## src/hw/rtl/fdes_pkg.sv

```systemverilog
// ----------------------------------------------------------------------------
// FAT directory entry search package
// Result codes, register indexes, character constants and the case fold
// shared by the directory entry search logic.
// ----------------------------------------------------------------------------
package fdes_pkg;

  // Result status codes.
  localparam logic [1:0] STATUS_FOUND     = 2'd0;
  localparam logic [1:0] STATUS_NOT_FOUND = 2'd1;
  localparam logic [1:0] STATUS_TOO_LARGE = 2'd2;

  // Configuration register indexes (byte address is eight times the index).
  localparam logic [1:0] REG_TARGET_LOW  = 2'd0;
  localparam logic [1:0] REG_TARGET_HIGH = 2'd1;
  localparam logic [1:0] REG_TARGET_LEN  = 2'd2;
  localparam logic [1:0] REG_SIZE_LIMIT  = 2'd3;

  // Directory entry marks and attribute bits.
  localparam logic [7:0] NAME_DELETED  = 8'hE5;
  localparam logic [7:0] NAME_END      = 8'h00;
  localparam logic [7:0] ATTR_LONGNAME = 8'h0F;
  localparam logic [7:0] ATTR_DIR      = 8'h10;
  localparam logic [7:0] ATTR_VOLUME   = 8'h08;

  // Characters used when building the 8.3 name.
  localparam logic [7:0] CHAR_SPACE   = 8'h20;
  localparam logic [7:0] CHAR_DOT     = 8'h2E;
  localparam logic [7:0] CHAR_NUL     = 8'h00;
  localparam logic [7:0] CHAR_LOWER_A = 8'h61;
  localparam logic [7:0] CHAR_LOWER_Z = 8'h7A;
  localparam logic [7:0] CASE_OFFSET  = 8'h20;

  // Name geometry.
  localparam int NAME_CHARS   = 12;
  localparam int BASE_CHARS   = 8;
  localparam int EXT_CHARS    = 3;
  localparam logic [3:0] MAX_TARGET_LEN = 4'd12;

  // One result beat.
  typedef struct packed {
    logic [1:0]  status;
    logic [31:0] start_cluster;
    logic [31:0] found_size;
  } result_t;

  // Fold a..z to A..Z; every other byte passes unchanged.
  function automatic logic [7:0] fold_upper(input logic [7:0] c);
    logic [7:0] r;
    r = c;
    if (c >= CHAR_LOWER_A && c <= CHAR_LOWER_Z) begin
      r = c - CASE_OFFSET;
    end
    return r;
  endfunction

endpackage

```

## src/hw/rtl/fat_directory_entry_search.sv

```systemverilog
// ----------------------------------------------------------------------------
// FAT directory entry search
// Scans FAT32 directory entries for a configured 8.3 file name and reports
// found, not found or too large once per search.
// ----------------------------------------------------------------------------
// Usage:
// Directory entries enter on the entry channel (entry_valid / entry_stall),
// one beat per entry. A beat with first_entry set starts a new search.
// Each search ends with exactly one beat on the result channel
// (result_valid / result_stall): found with cluster and size, not found on
// an end marker or after ENTRIES_PER_SECTOR examined entries, or too large.
// Beats that arrive while no search is active give no result.
// An entry's result, if any, is registered in the result register or the skid
// register. Every entry is decided by combinational name-building and compare
// logic, so throughput is one entry per cycle while entry_stall is low. A
// result that waits on a stalled receiver sits in the result register and one
// more result can be held in the skid register; entry_stall rises only while
// that skid register is full. The target name, its length and the size limit
// are written over the APB port at byte addresses 0, 8, 16 and 24; the user
// must write them only while the block is idle, which it does not enforce.
// Reset (rst, synchronous) clears the registers, empties both result
// registers and leaves no search active.
// ----------------------------------------------------------------------------
module fat_directory_entry_search #(
  parameter int ENTRIES_PER_SECTOR = 16
) (
  input  logic        clk,
  input  logic        rst,
  // APB configuration port
  input  logic        psel,
  input  logic        penable,
  input  logic        pwrite,
  input  logic [4:0]  paddr,
  input  logic [63:0] pwdata,
  output logic [63:0] prdata,
  output logic        pready,
  // Entry channel
  input  logic        entry_valid,
  output logic        entry_stall,
  input  logic        first_entry,
  input  logic [63:0] entry_name,
  input  logic [23:0] entry_ext,
  input  logic [7:0]  entry_attr,
  input  logic [15:0] cluster_high,
  input  logic [15:0] cluster_low,
  input  logic [31:0] entry_size,
  // Result channel
  output logic        result_valid,
  input  logic        result_stall,
  output logic [1:0]  status,
  output logic [31:0] start_cluster,
  output logic [31:0] found_size
);

  import fdes_pkg::*;

  localparam int CNT_W = $clog2(ENTRIES_PER_SECTOR + 1);
  localparam logic [CNT_W-1:0] SECTOR_ENTRIES = CNT_W'(ENTRIES_PER_SECTOR);

  // Configuration registers.
  logic [63:0] target_chars_low;
  logic [31:0] target_chars_high;
  logic [3:0]  target_length;
  logic [31:0] size_limit;

  // Search state.
  logic             search_done;
  logic             search_done_next;
  logic [CNT_W-1:0] entries_seen;
  logic [CNT_W-1:0] entries_seen_next;

  // Result register and skid register.
  result_t out_data;
  result_t skid_data;
  logic    skid_valid;

  logic    cfg_write;
  logic    accept;
  logic    take;
  logic    has_result;
  result_t new_result;
  logic    name_match;

  assign pready      = 1'b1;
  assign cfg_write   = psel && penable && pwrite && pready;
  assign entry_stall = skid_valid;
  assign accept      = entry_valid && !entry_stall;
  assign take        = result_valid && !result_stall;

  assign status        = out_data.status;
  assign start_cluster = out_data.start_cluster;
  assign found_size    = out_data.found_size;

  // Configuration writes.
  always_ff @(posedge clk) begin
    if (rst) begin
      target_chars_low  <= '0;
      target_chars_high <= '0;
      target_length     <= '0;
      size_limit        <= '0;
    end else if (cfg_write) begin
      case (paddr[4:3])
        REG_TARGET_LOW:  target_chars_low  <= pwdata;
        REG_TARGET_HIGH: target_chars_high <= pwdata[31:0];
        REG_TARGET_LEN:  target_length     <= pwdata[3:0];
        REG_SIZE_LIMIT:  size_limit        <= pwdata[31:0];
        default:         target_chars_low  <= target_chars_low;
      endcase
    end
  end

  // Register read-back.
  always_comb begin
    case (paddr[4:3])
      REG_TARGET_LOW:  prdata = target_chars_low;
      REG_TARGET_HIGH: prdata = {32'd0, target_chars_high};
      REG_TARGET_LEN:  prdata = {60'd0, target_length};
      REG_SIZE_LIMIT:  prdata = {32'd0, size_limit};
      default:         prdata = '0;
    endcase
  end

  // Build the upper-cased 8.3 name of the entry and compare it with the
  // target. Both sides are cut at their first NUL character.
  always_comb begin
    logic [7:0] built [NAME_CHARS];
    logic [7:0] tchar [NAME_CHARS];
    logic [3:0] base_len;
    logic [3:0] ext_len;
    logic       ext_present;
    logic [3:0] name_len;
    logic [3:0] name_cut;
    logic [3:0] lim;
    logic [3:0] target_cut;
    logic [3:0] ext_pos;
    logic       eq;

    // Base length runs up to the first space.
    base_len = 4'd8;
    for (int i = BASE_CHARS - 1; i >= 0; i--) begin
      if (entry_name[8*i +: 8] == CHAR_SPACE) begin
        base_len = 4'(i);
      end
    end

    ext_present = entry_ext[7:0] != CHAR_SPACE;
    ext_len = 4'd3;
    for (int i = EXT_CHARS - 1; i >= 0; i--) begin
      if (entry_ext[8*i +: 8] == CHAR_SPACE) begin
        ext_len = 4'(i);
      end
    end

    // Place base characters, the dot and extension characters.
    for (int i = 0; i < NAME_CHARS; i++) begin
      ext_pos  = 4'(i) - base_len - 4'd1;
      built[i] = CHAR_NUL;
      if (4'(i) < base_len) begin
        built[i] = fold_upper(entry_name[8*(i % BASE_CHARS) +: 8]);
      end else if (ext_present && 4'(i) == base_len) begin
        built[i] = CHAR_DOT;
      end else if (ext_present && ext_pos < ext_len) begin
        case (ext_pos[1:0])
          2'd0:    built[i] = fold_upper(entry_ext[7:0]);
          2'd1:    built[i] = fold_upper(entry_ext[15:8]);
          default: built[i] = fold_upper(entry_ext[23:16]);
        endcase
      end
    end

    name_len = base_len + (ext_present ? (4'd1 + ext_len) : 4'd0);
    name_cut = name_len;
    for (int i = NAME_CHARS - 1; i >= 0; i--) begin
      if (4'(i) < name_len && built[i] == CHAR_NUL) begin
        name_cut = 4'(i);
      end
    end

    // Target characters and effective length.
    for (int i = 0; i < NAME_CHARS; i++) begin
      if (i < BASE_CHARS) begin
        tchar[i] = target_chars_low[8*(i % BASE_CHARS) +: 8];
      end else begin
        tchar[i] = target_chars_high[8*(i % 4) +: 8];
      end
    end
    lim = (target_length > MAX_TARGET_LEN) ? MAX_TARGET_LEN : target_length;
    target_cut = lim;
    for (int i = NAME_CHARS - 1; i >= 0; i--) begin
      if (4'(i) < lim && tchar[i] == CHAR_NUL) begin
        target_cut = 4'(i);
      end
    end

    eq = name_cut == target_cut;
    for (int i = 0; i < NAME_CHARS; i++) begin
      if (4'(i) < name_cut && fold_upper(tchar[i]) != built[i]) begin
        eq = 1'b0;
      end
    end
    name_match = eq;
  end

  // Search decision for the entry on the input.
  always_comb begin
    logic             active;
    logic [CNT_W-1:0] count;
    logic             skip;

    active = first_entry || !search_done;
    count  = first_entry ? '0 : entries_seen;
    skip   = entry_name[7:0] == NAME_DELETED || entry_attr == ATTR_LONGNAME ||
             (entry_attr & ATTR_DIR) != 8'd0 || (entry_attr & ATTR_VOLUME) != 8'd0;

    search_done_next         = !active;
    entries_seen_next        = count;
    has_result               = 1'b0;
    new_result.status        = STATUS_NOT_FOUND;
    new_result.start_cluster = '0;
    new_result.found_size    = '0;

    if (active) begin
      if (entry_name[7:0] == NAME_END) begin
        search_done_next = 1'b1;
        has_result       = 1'b1;
      end else begin
        if (count < SECTOR_ENTRIES) begin
          entries_seen_next = count + CNT_W'(1);
        end
        if (!skip && name_match) begin
          search_done_next      = 1'b1;
          has_result            = 1'b1;
          new_result.found_size = entry_size;
          if (entry_size > size_limit) begin
            new_result.status = STATUS_TOO_LARGE;
          end else begin
            new_result.status        = STATUS_FOUND;
            new_result.start_cluster = {cluster_high, cluster_low};
          end
        end else if (entries_seen_next >= SECTOR_ENTRIES) begin
          search_done_next = 1'b1;
          has_result       = 1'b1;
        end
      end
    end
  end

  // Search state update on each accepted entry beat.
  always_ff @(posedge clk) begin
    if (rst) begin
      search_done  <= 1'b1;
      entries_seen <= '0;
    end else if (accept) begin
      search_done  <= search_done_next;
      entries_seen <= entries_seen_next;
    end
  end

  // Result register with a skid register behind it.
  always_ff @(posedge clk) begin
    if (rst) begin
      result_valid <= 1'b0;
      skid_valid   <= 1'b0;
    end else if (skid_valid) begin
      if (take) begin
        skid_valid <= 1'b0;
      end
    end else if (accept && has_result) begin
      if (!result_valid || take) begin
        result_valid <= 1'b1;
      end else begin
        skid_valid <= 1'b1;
      end
    end else if (take) begin
      result_valid <= 1'b0;
    end
  end

  always_ff @(posedge clk) begin
    if (skid_valid) begin
      if (take) begin
        out_data <= skid_data;
      end
    end else if (accept && has_result) begin
      if (!result_valid || take) begin
        out_data <= new_result;
      end else begin
        skid_data <= new_result;
      end
    end
  end

endmodule
```

## config.mk

```make
export PLATFORM = sky130hd
export DESIGN_NAME = fat_directory_entry_search
export DESIGN_NICKNAME = d
export VERILOG_FILES = /design/src/hw/rtl/fdes_pkg.sv /design/src/hw/rtl/fat_directory_entry_search.sv
export SDC_FILE = /design/constraint.sdc
export NUM_CORES = 1
export LEC_CHECK = 0
export ABC_AREA = 1
export ABC_CLOCK_PERIOD_IN_PS = 8150
export BUFFER_PORTS_ARGS = -buffer_cell sky130_fd_sc_hd__buf_2
export CAP_MARGIN = 10
export CORE_UTILIZATION = 50
export DETAILED_ROUTE_END_ITERATION = 8
export GPL_TIMING_DRIVEN = 0
export PLACE_DENSITY = 0.76
export SYNTH_ARGS = -nofsm -noshare
export SYNTH_HDL_FRONTEND = slang
export SYNTH_SLANG_ARGS = --single-unit
```

## constraint.sdc

```tcl
create_clock -name clk -period 8.15 [get_ports clk]
set_clock_uncertainty 0.05 [all_clocks]
set_input_delay 0.815 -clock clk [delete_from_list [all_inputs] [get_ports clk]]
set_output_delay 0.815 -clock clk [all_outputs]
set_load 0.02 [all_outputs]
```

# After elaboration in Yosys (flattened, before gate mapping)
# Cells that the tools add are included.
# op_classes
n_lt_le_gt_ge	110
bitwise_logic	2
n_eq_ne	55
mux	151
reduce_logical	149
n_addsub	50
# ops
cell	n
2-to-1 mux 8 bit	59
2-to-1 mux 66 bit	7
case mux 64 bit (4 select lines)	1
zero test 8 bit	25
case mux 8 bit (2 select lines)	12
>= comparator 8 x 7 -> 1 bit (second input constant)	23
<= comparator 8 x 7 -> 1 bit (second input constant)	23
subtractor 8 x 6 -> 8 bit (second input constant)	23
2-to-1 mux 4 bit	36
!= test 8 bit	12
logical AND 1 bit	89
== test 8 x 6 -> 1 bit (second input constant)	11
< comparator 3 x 4 -> 1 bit (first input constant)	16
< comparator 4 bit (first input constant)	16
< comparator 4 bit	12
subtractor 4 x 1 -> 4 bit (second input constant)	12
greater-than comparator 32 bit	1
< comparator 1 x 4 -> 1 bit (first input constant)	8
< comparator 2 x 4 -> 1 bit (first input constant)	8
2-to-1 mux 32 bit	1
2-to-1 mux 5 bit	6
2-to-1 mux 1 bit	28
== test 2 x 1 -> 1 bit (second input constant)	13
zero test 2 bit	13
other kinds (28)	62
# totals
output_inout_bits	133
in_bits	237
elab_cells	531
regBits	272

# Logic depth before layout (Yosys ltp)
# logic_depth
word_depth	51
mapped_depth	46
mapped_depth_nobuf	45

# Worst setup path before layout
# OpenSTA, ideal clock, no wires.
# synth_path
kind	input port to flip-flop
start	input entry_name[22]
end	register out_data (netlist bit found_size[0]), enable pin
arrival_ns	8.371
path_slack_ns	-0.783
stages	37
setup_time_ns	0.512
required_time_ns	7.588
path_cell_list	inv_1 > ha_1 > inv_1 > nor2_1 > nand3_1 > nand2_1 > inv_1 > nand2_1 > nand2_2 > inv_2 > buf_2 > ha_1 > clkbuf_1 > inv_1 > buf_1 > ha_1 > a21oi_1 > nand3_2 > o21ai_0 > nor2_1 > nand3_1 > inv_1 > nand2_1 > nand2_1 > nor2_1 > nand2_2 > nor2_2 > nand2_1 > nand2_1 > nand3_1 > nor2_1 > nand2_1 > nor2_2 > nand3_1 > nand2_1 > nand3_1 > a21oi_1
# synth_between
elab_chain_len	46
elab_cells_between_ends	270
cone_classes	add/sub: 26; order compare: 50; eq/ne: 37; mux: 79; reduce/logical: 78
# synth_rtl
item	line_no	source
from (decl)	fat_directory_entry_search.sv:41	input logic [63:0] entry_name,
== test 8 x 6 -> 1 bit	fat_directory_entry_search.sv:141	if (entry_name[8*i +: 8] == CHAR_SPACE) begin
2-to-1 mux 4 bit (3 in series)	fat_directory_entry_search.sv:141	
subtractor 4 bit	fat_directory_entry_search.sv:156	ext_pos = 4'(i) - base_len - 4'd1;
subtractor 4 x 1 -> 4 bit	fat_directory_entry_search.sv:156	
< comparator 4 bit (tied with other cells)	fat_directory_entry_search.sv:162	end else if (ext_present && ext_pos < ext_len) begin
logical AND 1 bit or case mux 8 bit (2 select lines) (tied branches)	fat_directory_entry_search.sv:162, fat_directory_entry_search.sv:163	
2-to-1 mux 8 bit	fat_directory_entry_search.sv:162	
2-to-1 mux 8 bit	fat_directory_entry_search.sv:160	end else if (ext_present && 4'(i) == base_len) begin
[28 not listed]	--	
2-to-1 mux 1 bit *	fat_directory_entry_search.sv:197	if (4'(i) < name_cut && fold_upper(tchar[i]) != built[i]) begin
logical AND 1 bit *	fat_directory_entry_search.sv:230	if (!skip && name_match) begin
2-to-1 mux 1 bit *	fat_directory_entry_search.sv:230	
2-to-1 mux 1 bit *	fat_directory_entry_search.sv:223	if (entry_name[7:0] == NAME_END) begin
2-to-1 mux 1 bit *	fat_directory_entry_search.sv:222	if (active) begin
logical AND 1 bit *	fat_directory_entry_search.sv:284	end else if (accept && has_result) begin
nonzero test 2 bit (no line) *	--	
AND reduction 3 bit (no line) *	--	
to (signal assigned)	fat_directory_entry_search.sv:282	out_data <= skid_data;
to (signal assigned)	fat_directory_entry_search.sv:286	out_data <= new_result;
to (decl)	fat_directory_entry_search.sv:73	result_t out_data;
# Mark *: on every way between the ends. The rest lies on a longest branch, timed or not.
# A chain may end at the register's enable or synchronous reset.

# Worst setup path after layout
# layout_path
start	input entry_name[22]
end	register out_data (netlist bit found_size[23]), enable pin
# Same word-level chain as after synthesis.

==> results.md <==
- Worst EP arrival: 7610 ps
- Synth cell types: 64
- Pins Over Slew Limit: 0
- Root Buffer: clkbuf_16
- Post-Place Cells: 3611
- Clk_lat worst skew: 570 ps
- Total number of vias: 20716
- Fmax: 135.0 MHz
- Setup total negative slack: 0 ps
- Tmin final: 7409 ps
- DRC Markers: 0
- WS Path Type: primary input to register
- H-tree Lvls: 1
- DR WL/cell: 20.09 um
- Buffer count from post-CTS setup fixing: 0
- Slew headroom: 28.06%
- Syn_nets: 3061
- Crit Reg-Reg Startpoint: target_length[3]
- Worst R2R Setup Slack: 3440 ps
- DP Area: 0.02160 sq mm
- Starting Density: 50.81%
- CTS Buf Count: 29
- PortBufs: 359
- Register Area: 0.006766 sq mm
- CTS tree: done
- Hold_buf cts: 0
- Status: complete, no violations
- Vias in the first global route: 19134
- Post-cts gate resize count: 0
- First-pass detailed-route iteration total: 7
- Setup crit end: found_size[23]
- RSZ-0062 raised after global routing: no
- Commonest non-fill, non-tap cell in the layout: nand2_1
- Async S/R FF share, synth: 0%
- Row Count: 71
- Crit path top cell by count: nor2_1
- Final GP Congestion: 1.010
- Die height: 197.4 um
- Clock tree buffer depth: 3
- Final Hold Viols: 0
- Nets: 3453
- Die width: 197.4 um
- Final worst-path cycle share: 90.91%
- Fillcell total: 3523
- Max incr delay on CP: 470 ps
- First-pass GRT wire length: 109200 um
- Core box area: 0.03758 sq mm
- Grt ovf: 0
- Post-Syn Area: 0.01909 sq mm
- Worst VDD drop: 0.1410 mV
- Most used DFF post-synth: dfxtp_1
- # clock sinks: 272
- Max-cap violations: 0
- Vias/cell: 5.652
- CP Max Fanout: 33
- CP max-delay cell: ha_1
- Multi-input gate area: 0.01038 sq mm
- Remaining antenna violation count: 0
- Finished Cell Area: 0.02254 sq mm
- Post-detail-place hpwl: 60410 um
- IO Count: 370
- Finish-stage setup viols: 0
- Syn_area_per_cell: 6.973 sq um
- DRT iter0 DRCs: 1560
- R2R Path End: found_size[23]
- Initial antenna violation count: 1
- Reg2Reg Depth: 21
- Final core occ: 59.98%
- EDFF count, synth: 132
- Static leakage: 11.06 nW
- P&R area growth vs syn: 18.06%
- Proportion of layout cells with a drive suffix above 1: 17.19%
- Cell Count, Final, Fillers Out: 3665
- Total GRT Usage: 36.77%
- Cells after Synth: 2738
- Slew @ Worst Pin: 1068 ps
- CP startpoint kind: primary input
- Die area: 0.03897 sq mm
- Clk slew on worst S/H paths: 60 ps
- Worst min path class: register to register
- Synth Register Bits: 272
- Worst Path Required: 8350 ps
- Setup crit start: entry_name[22]
- Post-synthesis sequential area ratio: 35.44%
- Largest net degree at the start of global routing: 45
- Most frequent cells in the layout: nand2_1 (577), inv_1 (398), buf_2 (369)
- Drt total wl: 73640 um
- PD cells: 146.2 mW/mm^2
- Yosys warning total: 0
- Crit. End Element: register
==> area by class of cell <==
class                   instances  area share (%)
flip-flops and latches        272           30.02
plain buffers                  87           1.654
well taps                     511           2.837
inverters                     422           7.033
diodes                          1         0.01110
multi-input cells            1956           46.03
repair buffers                362           8.238
clock inverters                13          0.5773
clock buffers                  41           3.603
==> power breakdown <==
part	total [mW]	internal [mW]	switching, mW	leakage [nW]
sequential	1.45	1.43	0.0131	2.67
combinational	0.518	0.166	0.352	7.93
clock	1.33	0.761	0.567	0.463
==> flip-flops by register name, indices dropped and copies added (netlist names) <==
register           cells
entries_seen           5
target_chars_low      64
status                 2
size_limit            32
skid_data             66
start_cluster         32
result_valid           1
entry_stall            1
target_chars_high     32
found_size            32
search_done            1
target_length          4
==> cell usage after synthesis, drive strengths merged, types with 4 or more instances <==
cell type	n	share of area, %
nand2	589	12
inv	418	8.2
nor2	318	6.8
o21ai	259	6.8
a21oi	232	6.2
nand3	161	5.0
dfxtp	140	15
edfxtp	132	21
ha	85	5.6
clkbuf	64	1.3
nor3	55	1.6
xor2	45	2.1
nand4	44	1.6
o221ai	34	1.6
o22ai	25	0.82
buf	24	0.71
xnor2	21	0.96
nor4	18	0.59
o211ai	11	0.43
or2	10	0.33
nand3b	9	0.35
o21bai	6	0.24
o311ai	6	0.28
a211oi	4	0.16
clkinv	4	0.085
==> kinds of logic after synthesis <==
group | after synthesis | synth area share (%)
flip-flops | 272 | 35.44
AND/OR/NAND/NOR | 1210 | 28.30
AO/OA/AOI/OAI | 593 | 17.26
adder cells (fa/ha/maj) | 86 | 5.675
buffers and inverters | 510 | 10.28
other | 1 | 0.01964
XOR/XNOR | 66 | 3.028
==> critical path, delay by kind of cell <==
kind	cells	cell delay [ps]
simple gates	23	2750
compound gates	3	990
buf+inv	10	2000
fa+ha+maj	3	990
==> per-layer routing <==
layer	share of wire [%]	routed length [um]	vias to the layer above	global-route usage [%]
met3	7.5	5517	176	4.968
li1	-	-	9879	-
met2	47	34770	988	63.29
met1	40	29210	9671	44.76
met4	5.6	4123	2	18.95
met5	0.020	15	-	0
==> stage by stage <==
step / hold slack (ps) / setup WS, ps / total power, mW
2_1_floorplan: 388.9 / 548.1 / 1.768
3_3_place_gp: 407.9 / -1884 / 1.968
3_5_place_dp: 410.5 / 111.6 / 1.981
4_1_cts: 419.2 / 666.6 / 3.280
5_1_grt: 445.3 / 148.7 / 3.389
6_report: 418.2 / 740.8 / 3.294
==> worst min path at each step <==
| stage | start | end | slack, ps | depth (start not counted) |
|---|---|---|---|---|
| 2_1_floorplan | entries_seen[1] | entries_seen[1] | 390 | 2 |
| 3_3_place_gp | entries_seen[1] | entries_seen[1] | 410 | 2 |
| 3_5_place_dp | entries_seen[1] | entries_seen[1] | 410 | 2 |
| 4_1_cts | entries_seen[1] | entries_seen[1] | 420 | 2 |
| 5_1_grt | entries_seen[1] | entries_seen[1] | 450 | 2 |
| 6_report | entries_seen[1] | entries_seen[1] | 420 | 2 |
(Power assumes the default switching activity.)
